==> src/design/wsp_pkg.sv <==
// package for the world-to-screen projection block
// widths, operation codes, channel payloads and the controller state type; no dependencies
package wsp_pkg;

	localparam int WORD_W  = 32;
	localparam int CFG_W   = 14;
	localparam int IDX_W   = 4;
	localparam int CFG_IDX_W = 1;

	typedef enum logic {
		OP_LOAD    = 1'b0,
		OP_PROJECT = 1'b1
	} op_t;

	typedef enum logic [0:0] {
		REG_VIEW_WIDTH  = 1'b0,
		REG_VIEW_HEIGHT = 1'b1
	} cfg_reg_t;

	localparam logic [CFG_W-1:0] VIEW_WIDTH_RST  = 14'd1920;
	localparam logic [CFG_W-1:0] VIEW_HEIGHT_RST = 14'd1080;

	// request and result payloads of the two channels
	typedef struct packed {
		op_t                      op;
		logic [IDX_W-1:0]         entry_index;
		logic signed [WORD_W-1:0] entry_value;
		logic signed [WORD_W-1:0] pos_x;
		logic signed [WORD_W-1:0] pos_y;
		logic signed [WORD_W-1:0] pos_z;
	} proj_req_t;

	typedef struct packed {
		logic                     visible;
		logic signed [WORD_W-1:0] screen_x;
		logic signed [WORD_W-1:0] screen_y;
	} screen_pt_t;

	typedef enum logic [3:0] {
		ST_IDLE,
		ST_MAC_LOAD,
		ST_MAC,
		ST_MAC_DONE,
		ST_CHECK,
		ST_DIV_X_LOAD,
		ST_DIV_X,
		ST_DIV_Y_LOAD,
		ST_DIV_Y,
		ST_SCALE_X_LOAD,
		ST_SCALE_X,
		ST_SCALE_Y_LOAD,
		ST_SCALE_Y,
		ST_OUT
	} state_t;

endpackage

==> src/design/wsp_serial_mul.sv <==
// bit-serial signed multiplier: one multiplier bit a cycle, shift-add
// depends on wsp_pkg; product is exact, a_w + b_w bits
module wsp_serial_mul
	import wsp_pkg::*;
#(
	parameter int A_W = 32,
	parameter int B_W = 32
) (
	input  logic                   clk,
	input  logic                   arst_n,
	input  logic                   start,
	input  logic signed [A_W-1:0]  a,
	input  logic signed [B_W-1:0]  b,
	output logic                   done,
	output logic signed [A_W+B_W-1:0] prod
);
	localparam int P_W = A_W + B_W;
	localparam int CNT_W = $clog2(B_W + 1);

	logic                  busy_q;
	logic [CNT_W-1:0]      cnt_q;
	logic signed [P_W-1:0] acc_q;
	logic signed [P_W-1:0] mcand_q;
	logic [B_W-1:0]        mplier_q;
	logic                  last;

	assign last = (cnt_q == CNT_W'(B_W - 1));

	// multiplier bit of weight 2^(B_W-1) carries negative weight
	always_ff @(posedge clk or negedge arst_n) begin
		if (!arst_n) begin
			busy_q <= 1'b0;
			cnt_q  <= '0;
		end else if (start) begin
			busy_q <= 1'b1;
			cnt_q  <= '0;
		end else if (busy_q) begin
			cnt_q <= cnt_q + CNT_W'(1);
			if (last)
				busy_q <= 1'b0;
		end
	end

	always_ff @(posedge clk) begin
		if (start) begin
			acc_q    <= '0;
			mcand_q  <= P_W'(a);
			mplier_q <= b;
		end else if (busy_q) begin
			if (mplier_q[0])
				acc_q <= last ? acc_q - mcand_q : acc_q + mcand_q;
			mcand_q  <= mcand_q <<< 1;
			mplier_q <= mplier_q >> 1;
		end
	end

	always_ff @(posedge clk or negedge arst_n) begin
		if (!arst_n)
			done <= 1'b0;
		else
			done <= busy_q && last;
	end

	always_comb begin
		prod = acc_q;
	end
endmodule

==> config.mk <==
export PLATFORM = sky130hd
export DESIGN_NAME = wsp_serial_mul
export DESIGN_NICKNAME = d
export VERILOG_FILES = /design/src/design/wsp_pkg.sv /design/src/design/wsp_serial_mul.sv
export SDC_FILE = /design/constraint.sdc
export NUM_CORES = 1
export LEC_CHECK = 0
export ABC_AREA = 0
export BUFFER_PORTS_ARGS = -buffer_cell sky130_fd_sc_hd__buf_2
export CAP_MARGIN = 20
export CORE_MARGIN = 1.5
export CORE_UTILIZATION = 45
export DETAILED_ROUTE_END_ITERATION = 6
export GPL_ROUTABILITY_DRIVEN = 0
export GPL_TIMING_DRIVEN = 0
export PLACE_DENSITY = 0.73
export SETUP_SLACK_MARGIN = 0.05
export SYNTH_ARGS = -nofsm -noshare
export SYNTH_HDL_FRONTEND = slang
export SYNTH_SLANG_ARGS = --single-unit
==> constraint.sdc <==
create_clock -name clk -period 4.7 [get_ports clk]
set_clock_uncertainty 0.1 [all_clocks]
set_input_delay 1.41 -clock clk [delete_from_list [all_inputs] [get_ports clk]]
set_output_delay 1.41 -clock clk [all_outputs]
set_load 0.01 [all_outputs]
==> impl_metrics.yaml <==
critical_path:
  crit_arrival_ps: 5360
  critPathMaxStageDelay_ps: 580
  path_buf_inv: 2
  critPathSlowestCell: "or4_4"
  cp_top_family: "simple AND/OR/NAND/NOR gates"
  cp_cell_sequence: "or4_4 > nor4_4 > nor4b_4 > or4b_4 > nor3_4 > a41oi_2 > xnor2_2 > ha_1 > buf_8 > a21o_1 > a21o_1 > a211oi_4 > buf_4 > o31ai_1 > or2_4 > a311oi_2 > nor3_1 > a31o_2"
  path_common_cell: "a21o_1"
  cp-end-kind: "flop"
  path_max_fanout: 5
  cp-start-kind: "flop"
  required_ps: 4930
  worstSetupPathType: "flop to flop"
run_status:
  outcome: "finished, violations left"
  violations: "DRC, setup timing"
yosys:
  synthArstFlopShare_pct: 4.76
  synth_mux_area_share_pct: 6.03
  synth_fa_ha_area_share_pct: 7.15
  syn_inst: 1299
  synthFlopType: "edfxtp_1"
  yosysUniqueCellTypes: 74
  yosys-top-cells-area: "edfxtp_1 25%, dfxtp_1 11%, ha_1 7.0%"
  synth_nets: 1432
  yosys_warnings: 0
  yosysSeqAreaShare_pct: 37.4
  synth-edff-count: 96
  netlist_area_um2: 11700
  synth_xor_area_share_pct: 8.80
  synth_area_per_cell_um2: 8.97
  netlist_top_cells_count: "157 x nand2_1, 131 x a21oi_1, 98 x o21ai_0"
  synth.most_common_cell: "nand2_1"
  yosysTopAreaCellShare_pct: 24.7
  synth_top_family_by_area: "compound AO/OA/AOI/OAI gates"
  ys_ff_latch: 168
  synthSimpleGateAreaFrac_pct: 15.8
  synth_compound_area_share_pct: 20.7
  yosys.area.top_type: "edfxtp_1"
clock_tree:
  cts_hold_buf: 0
  cts.path.max_buffers: 2
  cts_tree: "done"
  htreeDepth: 4
  cts_made_buffers: 17
  cts.reportedPaths.clkPinSlew_ps: 80
  root_buffer: "clkbuf_16"
  clkLatencyLatePin_ps: 430
  cts.sinks: 168
detailed_routing:
  drt_iter0_markers: 1087
  drcViolationCount: 2
  antenna_left: 0
  detail_route.vias_per_cell: 5.95
  vias: 11100
  totalWireLength_mm: 35.7
  wire_per_inst_um: 19.2
  firstDrtPassIters: 7
floorplan:
  rows: 58
  core_area_um2: 25300
  fp.dieW_um: 164
  die_h_um: 164
  start_util_pct: 46.0
  die_area_um2: 26900
  io_pins: 132
sta:
  setup_viol: 31
  setup_slack_ps: -424
  fin_crit_sh_pct: 109
  hold_viol_final: 0
  tightestPinTransition_ps: 836
  maxSlewViolCount: 0
  max_slew_margin_pct: 44.3
  timing.final.crit_period_ps: 5120
  fmax_mhz: 195
  grt_setup_unrepaired: "yes"
hold_path:
  hold_class: "flop to flop"
pwr:
  irDropWorstVdd_v: 0.000241
  power_density_nw_per_um2: 399
  power_mw: 5.92
  leakage_nw: 6.47
placed_design:
  placed_area_um2: 12800
  portBuffers: 130
  dp_hpwl_mm: 24.5
global_routing:
  grt_pass1_wl_mm: 53.2
  top_usage_layer: "met2"
  grt_util_met2_pct: 39.6
  grtUsageMet3_pct: 6.41
  grt_pass1_vias: 10400
  grtUsageTotal_pct: 25.4
  grt-ovfl-total: 0
  antenna_found_initial: 0
  grt_use_met1_pct: 33.2
  grt_max_degree: 56
finish:
  syn_to_final_growth_pct: 27.2
  antenna_cells: 0
  layout.nets: 1648
  multi_input_comb_area_um2: 7660
  final_cell_area_um2: 14800
  seqCellArea_um2: 4360
  fill_cells: 2063
  drive_gt1_share_pct: 30.2
run:
  maxCapViolCount: 0
==> state kept, by name, summed over array words and instances, names as in the netlist <==
signal	cells
mplier_q	32
busy_q	1
done	1
cnt_q	6
mcand_q	64
prod	64
==> metal layers <==
layer	up-vias	wire, um	part of all wire [%]
met2	547	16300	46
li1	5165	-	-
met1	5238	14700	41
met3	111	3340	9.4
met5	-	0	0
met4	0	1390	3.9
==> cell usage in the layout (no fill, tap or decap), types with 13 or more instances in the layout <==
cell type,instances
buf_2,131
o21ai_1,14
xor2_1,39
o21ai_0,72
clkbuf_1,38
inv_1,54
a21oi_2,22
ha_1,51
buf_4,68
nand3_1,23
nor3_1,13
nand4_1,18
clkbuf_16,17
a21o_1,47
a31oi_1,15
nor2_1,69
dfxtp_1,64
a21oi_1,108
nand2_1,151
mux2_2,58
edfxtp_1,96
xnor2_1,67
==> cells by family (layout without fill, tap and decap cells) <==
group           after synthesis  in the layout
xor+xnor                    115            115
simple gates                374            374
fa+ha+maj                    66             66
buf+inv                     123            352
mux                          63             63
flops                       168            168
compound gates              390            390
==> where the power goes <==
group | leakage (nW) | switching (mW) | internal, mW
Sequential | 1.67 | 0.212 | 1.77
Clock | 0.296 | 0.688 | 0.764
Combinational | 4.51 | 1.40 | 1.08
==> area by class of cell <==
| cell class | instances | share of cell area (%) |
|---|---|---|
| sequential | 168 | 29.4 |
| clock buffer | 17 | 2.87 |
| buffer | 55 | 1.83 |
| tap | 330 | 2.79 |
| inverter | 56 | 1.42 |
| timing repair buffer | 209 | 8.82 |
| multi-input combinational | 1008 | 51.7 |
| clock inverter | 15 | 1.15 |
==> through the flow <==
stage | hold slack [ps] | setup TNS [ps] | util (%) | setup slack, ps | instances
3_3_place_gp | 361 | -17960 | 50.4 | -950 | 1759
2_1_floorplan | 392 | -24.9 | - | -18.0 | 1299
6_report | 379 | -6690 | 58.5 | -424 | 1858
3_5_place_dp | 368 | -19470 | 50.5 | -1000 | 1760
5_1_grt | 408 | -11600 | 58.5 | -557 | 1858
4_1_cts | 378 | -3850 | 56.4 | -398 | 1831
==> worst reg2reg max path, delay by kind of cell (launching register included) <==
| kind | cells | cell delay [ps] |
|---|---|---|
| xor gates and xnor gates | 1 | 310 |
| and+or+nand+nor | 7 | 2250 |
| adders and majority gates | 1 | 300 |
| buffers and inverters | 2 | 280 |
| AOI/OAI and AO/OA | 7 | 1350 |
| DFF | 1 | 420 |
==> final timing paths <==
| path | from | to | slack [ps] | cells after the start |
|---|---|---|---|---|
| min in group asynchronous | arst_n | cnt_q[5] | 720 | 1 |
| max | mcand_q[15] | prod[58] | -420 | 18 |
| max in group asynchronous | arst_n | cnt_q[2] | 3590 | 1 |
| min | prod[14] | prod[14] | 380 | 2 |
| min reg2reg | prod[14] | prod[14] | 380 | 2 |
| max reg2reg | mcand_q[15] | prod[58] | -420 | 18 |
==> repair_timing <==
item	CTS	global route
endpoints found under the setup margin	41	39
pin swaps	97	36
setup buffers	48	29
gates resized for setup	145	68
Power figures use the tool's default switching activity.
