<file path="config.mk">
export PLATFORM = sky130hd
export DESIGN_NAME = wsp_serial_div
export DESIGN_NICKNAME = d
export VERILOG_FILES = /design/src/design/wsp_pkg.sv /design/src/design/wsp_serial_div.sv
export SDC_FILE = /design/constraint.sdc
export NUM_CORES = 1
export LEC_CHECK = 0
export BUFFER_PORTS_ARGS = -buffer_cell sky130_fd_sc_hd__buf_2
export CORE_ASPECT_RATIO = 1.25
export CORE_MARGIN = 3
export CORE_UTILIZATION = 36
export CTS_CLUSTER_SIZE = 12
export DETAILED_ROUTE_END_ITERATION = 8
export GPL_ROUTABILITY_DRIVEN = 0
export PLACE_DENSITY_LB_ADDON = 0.08
export SYNTH_ARGS = -nofsm -noshare
export SYNTH_HDL_FRONTEND = slang
export SYNTH_SLANG_ARGS = --single-unit
export TNS_END_PERCENT = 50
</file>
<file path="constraint.sdc">
create_clock -name clk -period 8.2 [get_ports clk]
set_input_delay 0.82 -clock clk [delete_from_list [all_inputs] [get_ports clk]]
set_output_delay 0.82 -clock clk [all_outputs]
set_load 0.01 [all_outputs]
</file>
<file path="src/design/wsp_pkg.sv">
// package for the world-to-screen projection block
// widths, operation codes, channel payloads and the controller state type; no dependencies
package wsp_pkg;

	localparam int WORD_W  = 32;
	localparam int CFG_W   = 14;
	localparam int IDX_W   = 4;
	localparam int CFG_IDX_W = 1;

	typedef enum logic {
		OP_LOAD    = 1'b0,
		OP_PROJECT = 1'b1
	} op_t;

	typedef enum logic [0:0] {
		REG_VIEW_WIDTH  = 1'b0,
		REG_VIEW_HEIGHT = 1'b1
	} cfg_reg_t;

	localparam logic [CFG_W-1:0] VIEW_WIDTH_RST  = 14'd1920;
	localparam logic [CFG_W-1:0] VIEW_HEIGHT_RST = 14'd1080;

	// request and result payloads of the two channels
	typedef struct packed {
		op_t                      op;
		logic [IDX_W-1:0]         entry_index;
		logic signed [WORD_W-1:0] entry_value;
		logic signed [WORD_W-1:0] pos_x;
		logic signed [WORD_W-1:0] pos_y;
		logic signed [WORD_W-1:0] pos_z;
	} proj_req_t;

	typedef struct packed {
		logic                     visible;
		logic signed [WORD_W-1:0] screen_x;
		logic signed [WORD_W-1:0] screen_y;
	} screen_pt_t;

	typedef enum logic [3:0] {
		ST_IDLE,
		ST_MAC_LOAD,
		ST_MAC,
		ST_MAC_DONE,
		ST_CHECK,
		ST_DIV_X_LOAD,
		ST_DIV_X,
		ST_DIV_Y_LOAD,
		ST_DIV_Y,
		ST_SCALE_X_LOAD,
		ST_SCALE_X,
		ST_SCALE_Y_LOAD,
		ST_SCALE_Y,
		ST_OUT
	} state_t;

endpackage

</file>
<file path="src/design/wsp_serial_div.sv">
// restoring divider, one quotient bit a cycle, unsigned
// depends on wsp_pkg; numerator N_W bits, denominator D_W bits
module wsp_serial_div
	import wsp_pkg::*;
#(
	parameter int N_W = 64,
	parameter int D_W = 40
) (
	input  logic           clk,
	input  logic           arst_n,
	input  logic           start,
	input  logic [N_W-1:0] num,
	input  logic [D_W-1:0] den,
	output logic           done,
	output logic [N_W-1:0] quo
);
	localparam int CNT_W = $clog2(N_W + 1);

	logic             busy_q;
	logic [CNT_W-1:0] cnt_q;
	logic [D_W:0]     rem_q;
	logic [N_W-1:0]   quo_q;
	logic [D_W-1:0]   den_q;
	logic [D_W:0]     trial;
	logic [D_W:0]     diff;

	assign trial = {rem_q[D_W-1:0], quo_q[N_W-1]};
	assign diff  = trial - {1'b0, den_q};

	always_ff @(posedge clk or negedge arst_n) begin
		if (!arst_n) begin
			busy_q <= 1'b0;
			cnt_q  <= '0;
			done   <= 1'b0;
		end else begin
			done <= busy_q && (cnt_q == CNT_W'(N_W - 1));
			if (start) begin
				busy_q <= 1'b1;
				cnt_q  <= '0;
			end else if (busy_q) begin
				cnt_q <= cnt_q + CNT_W'(1);
				if (cnt_q == CNT_W'(N_W - 1))
					busy_q <= 1'b0;
			end
		end
	end

	always_ff @(posedge clk) begin
		if (start) begin
			rem_q <= '0;
			quo_q <= num;
			den_q <= den;
		end else if (busy_q) begin
			if (!diff[D_W]) begin
				rem_q <= diff;
				quo_q <= {quo_q[N_W-2:0], 1'b1};
			end else begin
				rem_q <= trial;
				quo_q <= {quo_q[N_W-2:0], 1'b0};
			end
		end
	end

	assign quo = quo_q;
endmodule

</file>
==> impl_metrics.yaml, run 1 <==
outcome:
  status: "complete, no violations"
setup_path:
  critPathTopFamily: "compound AO/OA/AOI/OAI gates"
  critPathKind: "flop to flop"
  cpMostUsedCell: "nand2_1"
  crit_slowest_cell: "nand2_1"
  critPathArrivalTime_ns: 4.12
  cp_max_fo: 15
  max_stage_delay_ns: 0.44
  critPathLaunchType: "flop"
  cp_num_buf_inv: 2
  cp_data_required_time_ns: 8.50
  cp-end-kind: "flop"
  crit_chain: "inv_1 > ha_1 > fa_1 > nand2b_1 > a21oi_1 > o211a_1 > a311o_1 > a31oi_4 > mux2i_2 > nand2_1 > buf_4 > nand2_1 > o21ai_0"
timing:
  relSlewSlack_pct: 40.19
  worstMarginPinSlew_ns: 0.8971
  hold_viol: 0
  fin_skew_ns: 0.01218
  fin_setup_tns_ns: 0
  final_max_slew_viol_count: 0
  period_share_pct: 46.59
  min_period_ns: 3.821
  setup_viol: 0
  rsz0062_at_grt: "no"
  max_freq_ghz: 0.2617
layout:
  drive_gt1_share_pct: 28.73
  nNetsFinal: 1114
  area_delta_synth_final_pct: 20.10
  fin_cells: 1266
  n_antenna_cell: 0
  stdcell_area_um2: 10200
logic_synthesis:
  synth_top_area_share_pct: 36.78
  synthTopCellsByArea: "edfxtp_1 (37%), dfxtp_1 (9.4%), mux2_2 (8.5%)"
  synthArstFlopShare_pct: 5.882
  netlist_area_um2: 8491
  synth-edff-count: 104
  yosys.area.top_type: "edfxtp_1"
  synth_ff_type: "edfxtp_1"
  syn_nets: 958
  syn_area_per_cell_um2: 10.50
  ys_ff_latch: 153
  synth_cell_types: 62
  synth_cells: 809
  yosysSeqAreaShare_pct: 48.87
  ys_warn_count: 0
power:
  p_sw_mw: 1.207
  power.internal_mw: 1.942
  comb_power_share_pct: 39.5
  p_sw_share_pct: 38.33
  cellLeakagePower_nw: 4.309
  pwr-share-seq_pct: 34.1
  clkPwrFrac_pct: 26.4
  ir_drop_mv: 0.1508
  p_per_area_nw_per_um2: 308.9
placement:
  port_buffers: 171
  dpl.hpwl_um: 15460
  dp.cells: 1234
  placed_cell_area_um2: 9587
drt:
  num_vias: 6564
  vias_per_cell: 5.185
  avgRoutedWirePerCell_um: 17.29
  first_pass_iters: 5
  drc: 0
  drtIter0Drc: 310
  postRouteAntennaNets: 0
  routed_wirelength_um: 21890
clock_tree:
  cts.clk_slew.worst_paths_ns: 0.07
  root_buffer: "clkbuf_16"
  cts_tree: "built"
  cts.sinks: 153
  cts_hold_buf: 0
  worstSkewPairLatency_ns: 0.43
  cts_buffer_depth: 2
  cts_buffers: 17
  htreeDepth: 4
  cts_setup_buffers: 0
  cts_resized: 0
floorplanning:
  coreArea_um2: 23120
  dieHeight_um: 177.7
  io_pins: 172
  num_rows: 62
  die_w_um: 143.4
  start_util_pct: 36.73
  die_area_um2: 25480
grt:
  grt_max_degree: 73
  globalRoute.totalOverflow: 0
  grt_pass1_wl_um: 35630
  grt_pass1_vias: 6779
  grt_use_total_pct: 17.68
  antenna_found_initial: 0
run:
  drv_cap: 0
worst_hold_path:
  hold_path_class: "input port to asynchronous set/reset pin"
-- cell families after synthesis --
logic type / share of synthesized area, %
compound gates: 15.64
xor+xnor: 3.817
fa+ha+maj: 6.278
buf+inv: 4.244
flops: 48.87
mux: 9.829
simple gates: 11.33
-- registers in the layout (all words and copies together) (netlist names) --
signal and cells:
den_q 40, done 1, busy_q 1, rem_q 40
quo 64, cnt_q 7
-- through the flow --
stage	utilization (%)	power, mW	hold WS (ns)	setup WS [ns]
2_1_floorplan	-	2.012	0.4480	5.084
3_3_place_gp	41.47	2.340	0.4741	4.483
3_5_place_dp	41.47	2.335	0.4812	4.314
4_1_cts	44.11	3.181	0.2285	4.307
5_1_grt	44.11	3.380	0.2286	4.055
6_report	44.11	3.150	0.2370	4.379
-- power groups by stage --
stage                     registers [mW]  logic (mW)  clock network (mW)
after floorplan                     1.08       0.933                   0
after global placement              1.09        1.25                   0
after detailed placement            1.09        1.25                   0
after CTS                           1.08        1.25               0.851
after global routing                1.09        1.40               0.887
final                               1.07        1.24               0.832
-- worst paths after layout --
check / start / endpoint / slack [ns] / cells past startpoint
min in group clk: rem_q[31] / rem_q[31] / 0.49 / 2
worst min register to register: rem_q[31] / rem_q[31] / 0.49 / 2
worst max-delay path: quo[63] / rem_q[21] / 4.38 / 13
worst max register to register: quo[63] / rem_q[21] / 4.38 / 13
max in group asynchronous: arst_n / busy_q / 7.77 / 1
worst min-delay path: arst_n / cnt_q[1] / 0.24 / 1
-- cells in the mapped netlist (5+ instances only) --
cell type / instances
edfxtp_1: 104
nand2_1: 84
mux2_2: 64
a21oi_1: 58
nor2_1: 52
inv_1: 51
o21ai_0: 46
ha_1: 41
dfxtp_1: 40
clkbuf_1: 27
a311oi_1: 21
xnor2_1: 20
xor2_1: 17
nor3_1: 12
a211oi_1: 11
a21o_1: 11
mux2i_1: 10
nand4_1: 10
dfrtp_1: 9
nand3_1: 9
o211ai_1: 9
o21a_1: 9
nand2b_1: 7
and2_1: 6
buf_2: 6
nor2b_1: 5
-- cell usage in the layout (no fill, tap or decap), types with 5 or more instances in the layout --
cell type  count
a21o_1        11
o21a_1         9
nor2b_1        5
mux2i_1       10
o211ai_1       9
edfxtp_1     104
nor3_1        12
ha_1          41
o21ai_0       46
nand2_1       84
a311oi_1      21
dfrtp_1        8
buf_2        170
and2_1         5
nor2_1        51
xnor2_1       20
clkbuf_16     17
a211oi_1      11
nand3_1        9
dfxtp_1       40
a21oi_1       58
inv_1         50
xor2_1        17
mux2_2        64
nand2b_1       7
nand4_1       10
buf_4          5
-- cell type report --
type	count	area, um^2
fill	2245	12920
sequential	153	4150
multi-input combinational	566	3985
timing repair buffer	176	899.6
clock buffer	18	429.2
tap	288	360.3
inverter	51	191.4
clock inverter	14	181.4
-- routing by layer --
layer,up-vias,share of wire [%],track usage [%]
li1,3289,-,-
met1,3073,45,22.82
met2,186,47,28.72
met3,16,6.9,5.903
met4,0,1.2,4.160
met5,-,0,0
No activity file was read; power rests on OpenSTA's default activity.
==> run 2, diff against run 1 <==
Settings changed: ABC_AREA from default to 1.
Clock period 8.2 ns to 3.8 ns, I/O delays scaled along.
==> impl_metrics.yaml, run 2 <==
outcome:
  status: "complete, no violations"
layout:
  largest_reg_flops: 64
  n_antenna_cell: 0
  ff_latch_area_um2: 4149
  fin_util_pct: 43.90
  fillers: 2793
  multi_input_area_um2: 4309
  area_delta_synth_final_pct: 18.73
  final_common_cell: "nand2_1"
  stdcell_area_um2: 11210
  fin_cells: 1849
  layout_common_cells: "nand2_1 (601), inv_1 (220), buf_2 (170), edfxtp_1 (104), nor2_1 (85)"
  drive_gt1_share_pct: 14.80
  nNetsFinal: 1650
logic_synthesis:
  yosysSeqAreaShare_pct: 43.94
  ys_warn_count: 0
  yosys.area.top_type: "edfxtp_1"
  syn_area_per_cell_um2: 7.067
  synthArstFlopShare_pct: 5.882
  synth_ff_type: "edfxtp_1"
  synth-edff-count: 104
  ys_ff_latch: 153
  synthTopCellsByArea: "edfxtp_1 (33%), nand2_1 (24%), inv_1 (8.8%)"
  synth_cells: 1336
  syn_nets: 1485
  synth_cell_types: 33
  synthTopCellsByCount: "nand2_1 (601), inv_1 (222), edfxtp_1 (104), nor2_1 (86), nand3_1 (80)"
  netlist_area_um2: 9442
  synth_top_area_share_pct: 33.08
  synth_most_common_cell: "nand2_1"
timing:
  relSlewSlack_pct: 39.06
  min_period_ns: 2.774
  hold_slack_ns: 0.1201
  period_share_pct: 73.00
  fin_setup_tns_ns: 0
  max_freq_ghz: 0.3605
  final_max_slew_viol_count: 0
  setup_viol: 0
  rsz0062_at_grt: "no"
  fin_skew_ns: 0.01121
  worstMarginPinSlew_ns: 0.9142
  hold_viol: 0
  fin_ws_ns: 1.026
power:
  comb_power_share_pct: 12.0
  pwr-share-seq_pct: 46.6
  p_sw_mw: 1.137
  clkPwrFrac_pct: 41.4
  ir_drop_mv: 0.2792
  cellLeakagePower_nw: 6.100
  p_sw_share_pct: 27.28
  p_total_mw: 4.167
  power.internal_mw: 3.031
  p_per_area_nw_per_um2: 371.8
clock_tree:
  cts.clk_slew.worst_paths_ns: 0.07
  cts_resized: 0
  cts_hold_buf: 1
  cts_buffer_depth: 2
  cts_setup_buffers: 0
  worstSkewPairLatency_ns: 0.43
  cts_buffers: 17
  root_buffer: "clkbuf_16"
  cts.sinks: 153
  htreeDepth: 4
  cts_tree: "built"
setup_path:
  critPathKind: "flop to flop"
  cp-end-kind: "flop"
  r2r_cells: 15
  rr_endpoint: "quo[0]"
  cp_max_fo: 41
  critPathArrivalTime_ns: 2.92
  cp_data_required_time_ns: 3.95
  critPathLaunchType: "flop"
  r2r-start: "quo[63]"
  r2r_slack_ns: 1.03
floorplanning:
  die_area_um2: 28220
  num_rows: 65
  dieHeight_um: 187.1
  die_w_um: 150.9
  start_util_pct: 36.97
  io_pins: 172
  coreArea_um2: 25540
placement:
  pre_cts_ws_ns: 1.019
  dp.cells: 1816
  dpl.hpwl_um: 19180
  placed_cell_area_um2: 10610
  port_buffers: 171
grt:
  antenna_found_initial: 1
  grt_use_total_pct: 18.69
  globalRoute.totalOverflow: 0
  grt_pass1_wl_um: 42170
  grt_pass1_vias: 8336
  grt_max_degree: 82
worst_hold_path:
  min_to: "den_q[15]"
  hold_path_class: "input port to flop"
  hold_depth: 1
  worstHoldStart: "den[15]"
drt:
  avgRoutedWirePerCell_um: 13.96
  vias_per_cell: 4.537
  first_pass_iters: 5
  drc: 0
  routed_wirelength_um: 25810
  num_vias: 8389
  drtIter0Drc: 437
  postRouteAntennaNets: 0
run:
  drv_cap: 0
==> run 2: cell types whose count changed after synthesis, sizes merged, moves of 9 or more <==
cell / before / now
nor2: 52 / 89
a311oi: 21 / 0
a211oi: 11 / 0
inv: 51 / 222
nand2: 84 / 608
mux2i: 11 / 0
o211ai: 10 / 0
o21ai: 48 / 26
xor2: 17 / 6
a21oi: 59 / 39
a21o: 11 / 2
nand3: 9 / 82
mux2: 64 / 0
==> run 2: worst max-delay path by stage <==
| stage | slack [ns] | cells past startpoint | end | from |
|---|---|---|---|---|
| global route | 0.77 | 17 | rem_q[15] | quo[63] |
| global placement | 1.07 | 15 | quo[0] | quo[63] |
| CTS | 0.99 | 15 | quo[0] | quo[63] |
| detailed placement | 1.02 | 15 | quo[0] | quo[63] |
| floorplan | 1.13 | 4 | quo[0] | start |
| finish | 1.03 | 15 | quo[0] | quo[63] |
==> run 2: per-layer routing <==
layer	wire (um)	GRT usage [%]	part of all wire [%]
met2	11860	29.69	46
met5	13	0	0.050
met4	595	5.932	2.3
met1	11640	24.42	45
met3	1702	5.526	6.6
==> run 2: cell families (layout without fill, tap and decap cells) <==
kind of cell | after synthesis | count (layout) | share of synthesized area [%]
and+or+nand+nor | 792 | 792 | 33.57
buffers and inverters | 253 | 431 | 10.50
DFF | 153 | 153 | 43.94
AOI/OAI and AO/OA | 73 | 73 | 4.214
adders and majority gates | 42 | 42 | 5.645
xor gates and xnor gates | 23 | 23 | 2.134
==> run 2: power groups by stage <==
| stage | clock, mW | sequential (mW) | combinational (mW) |
|---|---|---|---|
| floorplan | 0 | 2.00 | 0.264 |
| global placement | 0 | 1.98 | 0.504 |
| detailed placement | 0 | 1.98 | 0.506 |
| CTS | 1.78 | 1.95 | 0.508 |
| global route | 1.85 | 1.96 | 0.572 |
| finish | 1.72 | 1.94 | 0.500 |
==> run 2: cell type report <==
type	instances	area share [%]
clock inverter	13	1.049
clock buffer	19	4.242
timing repair buffer	177	8.081
tap	335	3.739
sequential	153	37.01
inverter	222	7.434
multi-input combinational	930	38.44
==> run 2: worst max-delay path, cell delays in order (launching register included) <==
cell and delay, ns:
edfxtp_1 0.34, inv_1 0.06, ha_1 0.22, fa_1 0.42
inv_1 0.11, nand2_1 0.05, nand2_1 0.07, nand3_1 0.08
nand2_2 0.13, nand2_1 0.08, nand3_2 0.13, nand2_4 0.09
nand2_4 0.08, nand2_2 0.06, nand2_4 0.41, o21ai_0 0.14
==> run 3, diff against run 2 <==
Clock period 3.8 ns to 2.7 ns, I/O delays scaled along.
==> impl_metrics.yaml, run 3 (same netlist as run 2, synthesis figures left out) <==
power:
  cellLeakagePower_nw: 6.338
  p_sw_mw: 1.626
  ir_drop_mv: 0.3045
  pwr-share-seq_pct: 46.2
  p_sw_share_pct: 27.43
  p_per_area_nw_per_um2: 505.2
  comb_power_share_pct: 12.6
  power.internal_mw: 4.301
  clkPwrFrac_pct: 41.2
setup_path:
  critPathLaunchType: "flop"
  critPathKind: "flop to flop"
  cp_max_fo: 8
  critPathArrivalTime_ns: 2.73
  rr_endpoint: "quo[0]"
  r2r_slack_ns: 0.13
  r2r-start: "den_q[27]"
  r2r_cells: 11
  cp-end-kind: "flop"
  cp_data_required_time_ns: 2.86
drt:
  vias_per_cell: 4.567
  drtIter0Drc: 481
  routed_wirelength_um: 26510
  drc: 0
  postRouteAntennaNets: 0
  first_pass_iters: 7
  avgRoutedWirePerCell_um: 13.97
  num_vias: 8664
timing:
  fin_setup_tns_ns: 0
  hold_viol: 0
  final_max_slew_viol_count: 0
  relSlewSlack_pct: 49.30
  worstMarginPinSlew_ns: 0.7605
  hold_slack_ns: 0.01669
  rsz0062_at_grt: "no"
  fin_ws_ns: 0.1347
  period_share_pct: 95.01
  min_period_ns: 2.565
  max_freq_ghz: 0.3898
  setup_viol: 0
  fin_skew_ns: 0.01027
clock_tree:
  cts.clk_slew.worst_paths_ns: 0.07
  htreeDepth: 4
  root_buffer: "clkbuf_16"
  worstSkewPairLatency_ns: 0.44
  cts_buffers: 17
  cts_tree: "built"
  cts.sinks: 153
  cts_buffer_depth: 2
layout:
  multi_input_area_um2: 4320
  ff_latch_area_um2: 4149
  nNetsFinal: 1698
  n_antenna_cell: 0
  drive_gt1_share_pct: 15.11
  stdcell_area_um2: 11730
  area_delta_synth_final_pct: 24.28
  largest_reg_flops: 64
  fillers: 2711
  layout_common_cells: "nand2_1 (601), inv_1 (220), buf_2 (170), edfxtp_1 (104), nor2_1 (85)"
  final_common_cell: "nand2_1"
worst_hold_path:
  hold_path_class: "input port to flop"
  hold_depth: 1
  min_to: "den_q[19]"
  worstHoldStart: "den[19]"
floorplanning:
  die_area_um2: 28220
  start_util_pct: 36.97
  num_rows: 65
  coreArea_um2: 25540
  die_w_um: 150.9
  dieHeight_um: 187.1
  io_pins: 172
placement:
  pre_cts_ws_ns: 0.1241
  dpl.hpwl_um: 19870
  port_buffers: 171
  placed_cell_area_um2: 10730
grt:
  antenna_found_initial: 0
  globalRoute.totalOverflow: 0
  grt_use_total_pct: 19.19
  grt_pass1_vias: 8631
  grt_pass1_wl_um: 43130
  grt_max_degree: 67
outcome:
  status: "complete, no violations"
run:
  drv_cap: 0
==> run 3: worst max-delay path by stage <==
stage	start	endpoint	slack, ns
2_1_floorplan	start	quo[0]	0.14
3_3_place_gp	quo[63]	rem_q[0]	0.19
3_5_place_dp	quo[63]	rem_q[1]	0.12
4_1_cts	quo[63]	rem_q[1]	0.10
5_1_grt	quo[63]	rem_q[4]	0.02
6_report	den_q[27]	quo[0]	0.13
==> run 3: layout make-up <==
class	count	area share, %
clock buffers	19	4.052
clock inverters	13	0.9810
inverters	222	7.102
multi-input cells	930	36.82
flip-flops and latches	153	35.36
well taps	335	3.572
repair buffers	225	12.11
==> run 3: through the flow <==
stage               power, mW  cells  util (%)
CTS                     6.005   1896     45.83
global placement        3.498   1826     42.02
global route            6.220   1897     45.95
floorplan               3.193   1336         -
finish                  5.928   1897     45.95
detailed placement      3.499   1826     42.02
==> run 3: power groups by stage <==
stage | logic, mW | registers, mW | clock network (mW)
3_3_place_gp | 0.713 | 2.79 | 0
4_1_cts | 0.759 | 2.74 | 2.51
3_5_place_dp | 0.714 | 2.79 | 0
6_report | 0.749 | 2.74 | 2.44
5_1_grt | 0.852 | 2.76 | 2.61
2_1_floorplan | 0.372 | 2.82 | 0
==> run 3: timing repair <==
item / in CTS / in global routing
setup buffers: 0 / 1
gates resized for setup: 0 / 2
setup endpoints to repair: 0 / 27
hold buffers: 38 / 0
endpoints found under the hold margin: 46 / 0
==> run 3: critical path: stages (launching register included) <==
cell and delay (ns):
edfxtp_1 0.38, inv_1 0.08, ha_1 0.30, a21oi_1 0.27, o21ai_0 0.21, nand2_1 0.11
nand2_1 0.10, a21oi_4 0.23, nand3_1 0.23, nand2_8 0.17, buf_12 0.13, o21ai_0 0.06
==> run 3: layer usage <==
layer	track usage, %	up-vias	share of wire, %
li1	-	4528	-
met5	0	-	0
met4	6.036	0	1.9
met1	24.89	3877	45
met3	5.308	35	5.9
met2	31.00	224	47
